## config.mk

```make
export PLATFORM = sky130hd
export DESIGN_NAME = two_level_sjf_rr_thread_scheduler_top
export DESIGN_NICKNAME = d
export VERILOG_FILES = /design/src/rtl/core/tss_pkg.sv /design/src/rtl/core/tss_cell.sv /design/src/rtl/core/tss_queue.sv /design/src/rtl/core/two_level_sjf_rr_thread_scheduler_top.sv
export SDC_FILE = /design/constraint.sdc
export NUM_CORES = 2
export LEC_CHECK = 0
export ABC_AREA = 1
export BUFFER_PORTS_ARGS = -buffer_cell sky130_fd_sc_hd__buf_2
export CORE_MARGIN = 3
export CORE_UTILIZATION = 45
export DETAILED_ROUTE_END_ITERATION = 10
export REMOVE_ABC_BUFFERS = 1
export SLEW_MARGIN = 10
export SYNTH_ARGS = -nofsm -noshare
export SYNTH_HDL_FRONTEND = slang
export SYNTH_SLANG_ARGS = --single-unit
```

## constraint.sdc

```tcl
create_clock -name i_clk -period 5.5 [get_ports i_clk]
set_input_delay 0.825 -clock i_clk [delete_from_list [all_inputs] [get_ports i_clk]]
set_output_delay 0.825 -clock i_clk [all_outputs]
set_load 0.05 [all_outputs]
```

## src/rtl/core/tss_pkg.sv

```systemverilog
// Shared types and constants of the two-level thread scheduler.
package tss_pkg;

    localparam int MAX_THREADS = 16;
    localparam int SLOT_W      = $clog2(MAX_THREADS);
    localparam int CNT_W       = $clog2(MAX_THREADS + 1);
    localparam int BUDGET_BITS = 20;
    localparam int QUANT_W     = 8;
    localparam int CFG_IDX_W   = 1;
    localparam int CFG_DATA_W  = 20;

    localparam logic [QUANT_W-1:0]     QUANTUM_RESET = QUANT_W'(10);
    localparam logic [BUDGET_BITS-1:0] HIGH_BUDGET_RESET = BUDGET_BITS'(195);

    localparam logic [CFG_IDX_W-1:0] CFG_QUANTUM     = CFG_IDX_W'(0);
    localparam logic [CFG_IDX_W-1:0] CFG_HIGH_BUDGET = CFG_IDX_W'(1);

    typedef enum logic [2:0] {
        K_CREATE   = 3'd0,
        K_TICK     = 3'd1,
        K_DISK_REQ = 3'd2,
        K_DISK_DONE = 3'd3,
        K_EXIT     = 3'd4,
        K_SET_PRIO = 3'd5
    } t_kind;

    typedef enum logic [3:0] {
        EV_NONE        = 4'd0,
        EV_CREATED     = 4'd1,
        EV_CREATE_FAIL = 4'd2,
        EV_SWITCH      = 4'd3,
        EV_EJECT       = 4'd4,
        EV_FINISH      = 4'd5,
        EV_BLOCK       = 4'd6,
        EV_WOKEN       = 4'd7,
        EV_ALL_DONE    = 4'd8
    } t_event;

    typedef enum logic [1:0] {
        ST_FREE  = 2'd0,
        ST_READY = 2'd1,
        ST_RUN   = 2'd2,
        ST_WAIT  = 2'd3
    } t_slot_st;

    typedef enum logic [2:0] {
        S_IDLE, S_LOW, S_HI1, S_HI2, S_DISP, S_DONE
    } t_state;

    typedef struct packed {
        logic [2:0]  kind;
        logic        priority_req;
        logic [19:0] total_ticks;
        logic        data_cached;
    } t_in;

    typedef struct packed {
        logic [3:0] event_res;
        logic [3:0] running_id;
        logic       cpu_idle;
        logic [3:0] subject_id;
    } t_out;

    typedef struct packed {
        logic                   valid;
        logic [SLOT_W-1:0]      id;
        logic [BUDGET_BITS-1:0] key;
    } t_ent;

endpackage

```

## src/rtl/core/tss_cell.sv

```systemverilog
// One cell of a sorted shift queue: holds one entry, shifts in from its neighbors.
module tss_cell
    import tss_pkg::*;
(
    input  logic i_clk,
    input  logic i_rst_n,
    input  t_ent i_left,
    input  logic i_left_open,
    input  t_ent i_right,
    input  t_ent i_new,
    input  logic i_ins,
    input  logic i_pop,
    output t_ent o_ent,
    output logic o_open
);

    t_ent r_ent;

    assign o_open = !r_ent.valid || (r_ent.key > i_new.key);
    assign o_ent  = r_ent;

    always_ff @(posedge i_clk) begin
        if (!i_rst_n) begin
            r_ent <= '0;
        end else if (i_pop) begin
            r_ent <= i_right;
        end else if (i_ins) begin
            if (i_left_open && i_left.valid) begin
                r_ent <= i_left;
            end else if (o_open && !i_left_open) begin
                r_ent <= i_new;
            end
        end
    end

endmodule

```

## src/rtl/core/tss_queue.sv

```systemverilog
// Chain of cells forming a sorted queue; all-ones keys give plain FIFO order.
module tss_queue
    import tss_pkg::*;
(
    input  logic                   i_clk,
    input  logic                   i_rst_n,
    input  logic                   i_push,
    input  logic [SLOT_W-1:0]      i_push_id,
    input  logic [BUDGET_BITS-1:0] i_push_key,
    input  logic                   i_pop,
    output logic [SLOT_W-1:0]      o_head_id,
    output logic [CNT_W-1:0]       o_count
);

    t_ent w_ent  [MAX_THREADS];
    logic w_open [MAX_THREADS];
    t_ent w_new;
    logic r_unused_full;
    logic [CNT_W-1:0] r_count;
    logic w_ins;

    assign w_new.valid = 1'b1;
    assign w_new.id    = i_push_id;
    assign w_new.key   = i_push_key;
    assign w_ins       = i_push && (r_count != CNT_W'(MAX_THREADS));
    assign r_unused_full = 1'b0;

    for (genvar i = 0; i < MAX_THREADS; i++) begin : g_cell
        t_ent w_left;
        t_ent w_right;
        logic w_lopen;
        if (i == 0) begin : g_first
            assign w_left  = '0;
            assign w_lopen = r_unused_full;
        end else begin : g_mid
            assign w_left  = w_ent[i-1];
            assign w_lopen = w_open[i-1];
        end
        if (i == MAX_THREADS - 1) begin : g_last
            assign w_right = '0;
        end else begin : g_nxt
            assign w_right = w_ent[i+1];
        end
        tss_cell u_cell (
            .i_clk       (i_clk),
            .i_rst_n     (i_rst_n),
            .i_left      (w_left),
            .i_left_open (w_lopen),
            .i_right     (w_right),
            .i_new       (w_new),
            .i_ins       (w_ins),
            .i_pop       (i_pop),
            .o_ent       (w_ent[i]),
            .o_open      (w_open[i])
        );
    end

    always_ff @(posedge i_clk) begin
        if (!i_rst_n) begin
            r_count <= '0;
        end else if (i_pop && r_count != '0) begin
            r_count <= r_count - CNT_W'(1);
        end else if (w_ins) begin
            r_count <= r_count + CNT_W'(1);
        end
    end

    assign o_head_id = w_ent[0].id;
    assign o_count   = r_count;

endmodule

```

## src/rtl/core/two_level_sjf_rr_thread_scheduler_top.sv

```systemverilog
// Top level of the two-level thread scheduler.
//
// Input channel: present an item on i_item with start high; it is taken at a
// rising edge where start is high and busy is low. busy stays high until the
// result has been shown.
// Result channel: o_res_valid is high for exactly one cycle with o_res; the
// receiver cannot stall, so the result is taken in that cycle.
// A new item is taken only after the previous result has been shown, since busy
// drops the cycle after the result.
// The sequencer walks a low-queue push, two high-list inserts, a dispatch and
// the result cycle; each queue is a chain of cells that inserts or shifts once
// per cycle.
// Configuration: i_cfg_valid/o_cfg_ready with i_cfg_idx and i_cfg_data;
// ready is always high. Index 0 is the time slice, index 1 the high budget.
// Reset (synchronous, i_rst_n low): all slots free and low priority, all
// queues empty, cpu idle, registers back to 10 and 195.
module two_level_sjf_rr_thread_scheduler_top
    import tss_pkg::*;
(
    input  logic                  i_clk,
    input  logic                  i_rst_n,
    input  logic                  start,
    output logic                  busy,
    input  t_in                   i_item,
    output logic                  o_res_valid,
    output t_out                  o_res,
    input  logic                  i_cfg_valid,
    output logic                  o_cfg_ready,
    input  logic [CFG_IDX_W-1:0]  i_cfg_idx,
    input  logic [CFG_DATA_W-1:0] i_cfg_data
);

    t_state r_state;
    t_state n_state;

    logic [QUANT_W-1:0]     r_quantum_cfg;
    logic [BUDGET_BITS-1:0] r_high_budget;

    t_slot_st               r_status [MAX_THREADS];
    logic                   r_prio   [MAX_THREADS];
    logic [QUANT_W-1:0]     r_quant  [MAX_THREADS];
    logic [BUDGET_BITS-1:0] r_budget [MAX_THREADS];

    logic [SLOT_W-1:0] r_cur;
    logic              r_idle;

    logic                   r_lp_en, r_lp_req;
    logic [SLOT_W-1:0]      r_lp_id;
    logic                   r_h1_en, r_h2_en;
    logic [SLOT_W-1:0]      r_h1_id, r_h2_id;
    logic [BUDGET_BITS-1:0] r_h1_key, r_h2_key;
    logic                   r_disp_en, r_retire;
    t_event                 r_ev;
    logic [SLOT_W-1:0]      r_subj;

    logic              w_accept;
    logic              w_free_found;
    logic [SLOT_W-1:0] w_free_id;
    t_kind             w_kind;

    logic [SLOT_W-1:0] w_hi_head, w_lo_head, w_wt_head;
    logic [CNT_W-1:0]  w_hi_cnt, w_lo_cnt, w_wt_cnt;
    logic              w_hi_push, w_hi_pop, w_lo_push, w_lo_pop;
    logic              w_wt_push, w_wt_pop;
    logic [SLOT_W-1:0]      w_hi_id;
    logic [BUDGET_BITS-1:0] w_hi_key;
    logic              w_pick_hi, w_pick_lo;

    assign w_accept    = start && (r_state == S_IDLE);
    assign o_cfg_ready = 1'b1;
    assign w_kind      = t_kind'(i_item.kind);

    always_comb begin
        w_free_found = 1'b0;
        w_free_id    = '0;
        for (int i = MAX_THREADS - 1; i >= 0; i--) begin
            if (r_status[i] == ST_FREE) begin
                w_free_found = 1'b1;
                w_free_id    = SLOT_W'(i);
            end
        end
    end

    assign w_pick_hi = (r_state == S_DISP) && r_disp_en && (w_hi_cnt != '0);
    assign w_pick_lo = (r_state == S_DISP) && r_disp_en && (w_hi_cnt == '0)
                       && (w_lo_cnt != '0);
    assign w_hi_push = ((r_state == S_HI1) && r_h1_en) || ((r_state == S_HI2) && r_h2_en);
    assign w_hi_id   = (r_state == S_HI1) ? r_h1_id : r_h2_id;
    assign w_hi_key  = (r_state == S_HI1) ? r_h1_key : r_h2_key;
    assign w_hi_pop  = w_pick_hi;
    assign w_lo_push = (r_state == S_LOW) && r_lp_en;
    assign w_lo_pop  = w_pick_lo;
    assign w_wt_push = w_accept && (w_kind == K_DISK_REQ) && !r_idle && !i_item.data_cached;
    assign w_wt_pop  = w_accept && (w_kind == K_DISK_DONE) && (w_wt_cnt != '0);

    tss_queue u_high (
        .i_clk (i_clk), .i_rst_n (i_rst_n),
        .i_push (w_hi_push), .i_push_id (w_hi_id), .i_push_key (w_hi_key),
        .i_pop (w_hi_pop), .o_head_id (w_hi_head), .o_count (w_hi_cnt)
    );

    tss_queue u_low (
        .i_clk (i_clk), .i_rst_n (i_rst_n),
        .i_push (w_lo_push), .i_push_id (r_lp_id), .i_push_key ('1),
        .i_pop (w_lo_pop), .o_head_id (w_lo_head), .o_count (w_lo_cnt)
    );

    tss_queue u_wait (
        .i_clk (i_clk), .i_rst_n (i_rst_n),
        .i_push (w_wt_push), .i_push_id (r_cur), .i_push_key ('1),
        .i_pop (w_wt_pop), .o_head_id (w_wt_head), .o_count (w_wt_cnt)
    );

    always_comb begin
        n_state = r_state;
        unique case (r_state)
            S_IDLE: if (start) n_state = S_LOW;
            S_LOW:  n_state = S_HI1;
            S_HI1:  n_state = S_HI2;
            S_HI2:  n_state = S_DISP;
            S_DISP: n_state = S_DONE;
            S_DONE: n_state = S_IDLE;
            default: n_state = S_IDLE;
        endcase
    end

    always_ff @(posedge i_clk) begin
        if (!i_rst_n) begin
            r_state <= S_IDLE;
        end else begin
            r_state <= n_state;
        end
    end

    always_ff @(posedge i_clk) begin
        if (!i_rst_n) begin
            r_quantum_cfg <= QUANTUM_RESET;
            r_high_budget <= HIGH_BUDGET_RESET;
        end else if (i_cfg_valid) begin
            if (i_cfg_idx == CFG_QUANTUM) begin
                r_quantum_cfg <= i_cfg_data[QUANT_W-1:0];
            end else if (i_cfg_idx == CFG_HIGH_BUDGET) begin
                r_high_budget <= i_cfg_data[BUDGET_BITS-1:0];
            end
        end
    end

    always_ff @(posedge i_clk) begin
        if (!i_rst_n) begin
            for (int i = 0; i < MAX_THREADS; i++) begin
                r_status[i] <= ST_FREE;
                r_prio[i]   <= 1'b0;
            end
            r_cur     <= '0;
            r_idle    <= 1'b1;
            r_lp_en   <= 1'b0;
            r_lp_req  <= 1'b0;
            r_h1_en   <= 1'b0;
            r_h2_en   <= 1'b0;
            r_disp_en <= 1'b0;
            r_retire  <= 1'b0;
            r_ev      <= EV_NONE;
            r_subj    <= '0;
        end else begin
            unique case (r_state)
                S_IDLE: begin
                    if (start) begin
                        r_lp_en   <= 1'b0;
                        r_lp_req  <= 1'b0;
                        r_h1_en   <= 1'b0;
                        r_h2_en   <= 1'b0;
                        r_disp_en <= 1'b0;
                        r_retire  <= 1'b0;
                        r_ev      <= EV_NONE;
                        r_subj    <= '0;
                        priority case (w_kind)
                            K_CREATE: begin
                                if (!w_free_found) begin
                                    r_ev <= EV_CREATE_FAIL;
                                end else begin
                                    r_ev   <= EV_CREATED;
                                    r_subj <= w_free_id;
                                    r_quant[w_free_id]  <= r_quantum_cfg;
                                    r_prio[w_free_id]   <= i_item.priority_req;
                                    r_budget[w_free_id] <= i_item.total_ticks[BUDGET_BITS-1:0];
                                    r_status[w_free_id] <= ST_READY;
                                    r_h1_id  <= w_free_id;
                                    r_h1_key <= i_item.total_ticks[BUDGET_BITS-1:0];
                                    if (!i_item.priority_req) begin
                                        r_lp_en <= 1'b1;
                                        r_lp_id <= w_free_id;
                                    end else if (!r_idle && !r_prio[r_cur]) begin
                                        r_lp_en   <= 1'b1;
                                        r_lp_req  <= 1'b1;
                                        r_lp_id   <= r_cur;
                                        r_h1_en   <= 1'b1;
                                        r_disp_en <= 1'b1;
                                    end else if (!r_idle && r_budget[r_cur]
                                                 > i_item.total_ticks[BUDGET_BITS-1:0]) begin
                                        r_h1_en   <= 1'b1;
                                        r_h2_en   <= 1'b1;
                                        r_h2_id   <= r_cur;
                                        r_h2_key  <= r_budget[r_cur];
                                        r_disp_en <= 1'b1;
                                    end else begin
                                        r_h1_en <= 1'b1;
                                    end
                                end
                            end
                            K_TICK: begin
                                if (r_idle) begin
                                    if (w_hi_cnt != '0 || w_lo_cnt != '0) begin
                                        r_disp_en <= 1'b1;
                                        r_ev      <= EV_SWITCH;
                                    end
                                end else if (r_budget[r_cur] == '0) begin
                                    r_subj    <= r_cur;
                                    r_ev      <= EV_EJECT;
                                    r_retire  <= 1'b1;
                                    r_disp_en <= 1'b1;
                                    r_status[r_cur] <= ST_FREE;
                                end else begin
                                    r_budget[r_cur] <= r_budget[r_cur] - BUDGET_BITS'(1);
                                    if (!r_prio[r_cur]) begin
                                        if (r_quant[r_cur] <= QUANT_W'(1)) begin
                                            r_lp_en   <= 1'b1;
                                            r_lp_req  <= 1'b1;
                                            r_lp_id   <= r_cur;
                                            r_disp_en <= 1'b1;
                                            r_ev      <= EV_SWITCH;
                                        end else begin
                                            r_quant[r_cur] <= r_quant[r_cur] - QUANT_W'(1);
                                        end
                                    end
                                end
                            end
                            K_DISK_REQ: begin
                                if (!r_idle && !i_item.data_cached) begin
                                    r_status[r_cur] <= ST_WAIT;
                                    r_disp_en <= 1'b1;
                                    r_ev      <= EV_BLOCK;
                                    r_subj    <= r_cur;
                                end
                            end
                            K_DISK_DONE: begin
                                if (w_wt_cnt != '0 && r_status[w_wt_head] == ST_WAIT) begin
                                    r_ev   <= EV_WOKEN;
                                    r_subj <= w_wt_head;
                                    r_status[w_wt_head] <= ST_READY;
                                    if (!r_prio[w_wt_head]) begin
                                        r_lp_en <= 1'b1;
                                        r_lp_id <= w_wt_head;
                                    end else begin
                                        r_h1_en  <= 1'b1;
                                        r_h1_id  <= w_wt_head;
                                        r_h1_key <= r_budget[w_wt_head];
                                        if (!r_idle && !r_prio[r_cur]) begin
                                            r_lp_en   <= 1'b1;
                                            r_lp_req  <= 1'b1;
                                            r_lp_id   <= r_cur;
                                            r_disp_en <= 1'b1;
                                        end
                                    end
                                end
                            end
                            K_EXIT: begin
                                if (!r_idle) begin
                                    r_subj    <= r_cur;
                                    r_ev      <= EV_FINISH;
                                    r_retire  <= 1'b1;
                                    r_disp_en <= 1'b1;
                                    r_status[r_cur] <= ST_FREE;
                                end
                            end
                            K_SET_PRIO: begin
                                if (!r_idle) begin
                                    r_prio[r_cur] <= i_item.priority_req;
                                    if (i_item.priority_req) begin
                                        r_budget[r_cur] <= r_high_budget;
                                    end
                                end
                            end
                            default: begin
                            end
                        endcase
                    end
                end
                S_LOW: begin
                    if (r_lp_en) begin
                        r_status[r_lp_id] <= ST_READY;
                        if (r_lp_req) begin
                            r_quant[r_lp_id] <= r_quantum_cfg;
                        end
                    end
                end
                S_HI1: begin
                    if (r_h1_en) begin
                        r_status[r_h1_id] <= ST_READY;
                    end
                end
                S_HI2: begin
                    if (r_h2_en) begin
                        r_status[r_h2_id] <= ST_READY;
                    end
                end
                S_DISP: begin
                    if (r_disp_en) begin
                        if (w_pick_hi) begin
                            r_cur  <= w_hi_head;
                            r_idle <= 1'b0;
                            r_status[w_hi_head] <= ST_RUN;
                        end else if (w_pick_lo) begin
                            r_cur  <= w_lo_head;
                            r_idle <= 1'b0;
                            r_status[w_lo_head] <= ST_RUN;
                        end else begin
                            r_cur  <= '0;
                            r_idle <= 1'b1;
                        end
                    end
                end
                S_DONE: begin
                end
                default: begin
                end
            endcase
        end
    end

    always_comb begin
        busy        = (r_state != S_IDLE);
        o_res_valid = (r_state == S_DONE);
        o_res.event_res  = (r_retire && r_idle && w_wt_cnt == '0) ? EV_ALL_DONE : r_ev;
        o_res.running_id = r_idle ? 4'd0 : 4'(r_cur);
        o_res.cpu_idle   = r_idle;
        o_res.subject_id = 4'(r_subj);
    end

endmodule

```

==> results.json <==
{
  "syn2layout_area_growth_pct": 11.0,
  "drt-wirelength-per-cell_um": 22.7,
  "cp.required_ps": 5900,
  "tns_ps": 0,
  "layout-drive-gt1-share": 0.0839,
  "skew_ps": 46.4,
  "synth_seq_cells": 1180,
  "leakage_nw": 28.0,
  "dieArea_um2": 148000,
  "yosysUniqueCellTypes": 65,
  "ys.flop_type": "dfxtp_1",
  "core-area_um2": 142000,
  "grt_max_degree": 170,
  "worstSkewPairLatency_ps": 800,
  "setup_slack_ps": 455,
  "grt_use_met2": 0.476,
  "critPathSlowestCell": "nor2_1",
  "whs_path_depth": 3,
  "arrival_ps": 5440,
  "hp-class": "input port to flip-flop",
  "hold_viol": 0,
  "postSynthAreaPerCell_um2": 8.15,
  "numPortBuffers": 64,
  "final.min_clock_period_ps": 5040,
  "htreeDepth": 4,
  "worst-path-buf-inv": 6,
  "top_usage_layer": "met2",
  "synth_edf_count": 532,
  "first_pass_iters": 8,
  "mostFrequentLayoutCell": "nand2_1",
  "fin_total_pwr_mw": 19.7,
  "rsz0062_at_grt": "no",
  "cts_tree": "built",
  "utilization": 0.505,
  "status": "finished, final reports clean",
  "synthCells": 7927,
  "final_cell_mix": "nand2_1, o21ai_0, a21oi_1, nor2_1, dfxtp_1",
  "grt-ovfl-total": 0,
  "setup_violations": 0,
  "end_kind": "flip-flop",
  "rows": 138,
  "grtUsageMet3": 0.0441,
  "clockBufferDepth": 3,
  "finalCritPeriodShare": 0.917,
  "dp_hpwl_um": 145000,
  "setup.worst_path.class": "flip-flop to flip-flop",
  "fin_area_um2": 71700,
  "relSlewSlack": 0.172,
  "postSynth.asyncResetShare": 0,
  "grt.total_usage": 0.292,
  "drv_cap": 0,
  "crit_cells": 21,
  "dpl_cell_area_um2": 67100,
  "start_util": 0.455,
  "path_cells": "inv_4 -> buf_4 -> o21ai_0 -> o221ai_1 -> nand3_1 -> nand2_1 -> inv_1 -> ha_1 -> nor2_1 -> nor3_1 -> nand3_1 -> nand2_1 -> nor3_4 -> inv_2 -> nand2_2 -> inv_2 -> nand2_1 -> o221ai_1 -> inv_1 -> nand3_1 -> nor2_1",
  "cpLargestDelayFamily": "simple AND/OR/NAND/NOR gates",
  "vias": 59300,
  "dp.cells": 9490,
  "totalWireLength_um": 221000,
  "final_cells": 9743,
  "via_per_inst": 6.09,
  "grt_pass1_wl_um": 338000,
  "grt_util_met1": 0.376,
  "critPathMaxFanout": 35,
  "clock-sinks": 1180,
  "rr_worst_depth": 21,
  "clkTransAtPathRegs_ps": 60,
  "slowest_delay_ps": 710,
  "antenna_found_initial": 4,
  "setup.worst_path.start_class": "flip-flop",
  "synth.yosys.warnings": 0,
  "hold_ws_ps": 279,
  "powerDensity_nw_per_um2": 276,
  "slew_viol_final": 0,
  "io_pins": 66,
  "die_x_um": 385,
  "fin_nets": 8147,
  "die_h_um": 385,
  "cts_buffers": 139,
  "ant_nets": 0,
  "fmax_mhz": 198,
  "syn_area_um2": 64600,
  "globalplace.congestion": 0.921,
  "tightest_slew_ps": 1240,
  "peakVddDrop_v": 0.000264,
  "cts_setup_buffers": 0,
  "root_buffer": "clkbuf_16",
  "place_ws_ps": 379,
  "drcViolationCount": 0,
  "grt_pass1_vias": 56500,
  "drt-initial-drc-count": 5962,
  "seq_area_frac_synth": 0.448
}
-- tightest hold or removal path: cells and delay by family --
| kind | cells | cell delay, ps |
|---|---|---|
| AOI/OAI and AO/OA | 1 | 70 |
| buffers and inverters | 1 | 70 |
| and+or+nand+nor | 1 | 70 |
-- registers in the layout (all words and copies together) (netlist names), 5 cells and up, named ones only --
register / count
u_high.g_cell.u_cell.o_ent: 400
r_budget: 320
r_quant: 128
u_low.g_cell.u_cell.o_ent: 80
u_wait.g_cell.u_cell.o_ent: 80
r_status: 32
r_h1_key: 20
r_h2_key: 20
r_high_budget: 20
r_prio: 16
r_quantum_cfg: 8
u_high.o_count: 5
u_low.o_count: 5
u_wait.o_count: 5
-- cells by family after synthesis --
family / after synthesis / synth area share
AOI/OAI and AO/OA: 2697 / 0.247
xor gates and xnor gates: 22 / 0.00298
adders and majority gates: 356 / 0.0693
buffers and inverters: 1065 / 0.0659
DFF: 1180 / 0.448
muxes: 1 / 0.000155
other: 1 / 0.0000581
and+or+nand+nor: 2605 / 0.167
-- area by class of cell --
cell class / instances / area [µm²]
repair buffers: 286 / 2280
inverters: 452 / 1720
multi-input cells: 5682 / 31800
well taps: 1890 / 2360
clock inverters: 71 / 762
fillers: 13500 / 70300
clock buffers: 181 / 3820
flip-flops and latches: 1180 / 29000
diodes: 1 / 2.50
-- synth_stat cells, types with 15 or more instances --
master	instances	share of area
nand4_1	51	0.0049
nor3_1	43	0.0033
edfxtp_1	532	0.25
o21ai_0	904	0.070
a21oi_1	795	0.062
ha_1	353	0.068
dfxtp_1	648	0.20
nand3b_1	21	0.0024
buf_4	17	0.0020
nor2_1	767	0.045
clkbuf_1	490	0.028
xor2_1	16	0.0022
nand2_1	1322	0.077
a22oi_1	89	0.010
a221oi_1	30	0.0041
o21ai_1	87	0.0067
a311oi_1	47	0.0064
o311ai_0	25	0.0034
buf_6	15	0.0026
o211ai_1	356	0.041
o221ai_1	131	0.018
buf_1	32	0.0019
nand2_2	16	0.0016
inv_1	423	0.025
a31oi_1	146	0.014
buf_2	59	0.0046
o22ai_1	23	0.0022
nand3_1	309	0.024
inv_2	23	0.0013
or2_2	25	0.0024
-- timing repair --
action / 4_1_cts / 5_1_grt
setup endpoints to repair: 0 / 25
hold buffers: 0 / 0
gates resized for setup: 0 / 1
-- routing by layer --
layer | vias up | wire length, µm
li1 | 28000 | -
met1 | 28200 | 90300
met2 | 2483 | 103000
met3 | 635 | 16000
met4 | 2 | 11800
met5 | - | 14
-- path summary, 6_finish.rpt --
check,start,to,slack [ps]
setup reg to reg,flip-flop,r_quant[11][4]$_DFFE_PP_,460
hold / removal,i_cfg_data[8],r_high_budget[8]$_SDFFE_PN0P_,280
setup / recovery,flip-flop,r_quant[11][4]$_DFFE_PP_,460
hold reg to reg,u_wait.g_cell[12].u_cell.o_ent[22]$_SDFFE_PN0P_,u_wait.g_cell[12].u_cell.o_ent[22]$_SDFFE_PN0P_,460
-- power by group --
| part | leakage, nW | total (mW) | switching, mW | internal, mW |
|---|---|---|---|---|
| clock network | 2.22 | 9.31 | 3.98 | 5.33 |
| logic | 15.7 | 1.23 | 0.840 | 0.387 |
| registers | 10.1 | 9.21 | 0.0251 | 9.19 |
(Power assumes the default switching activity.)
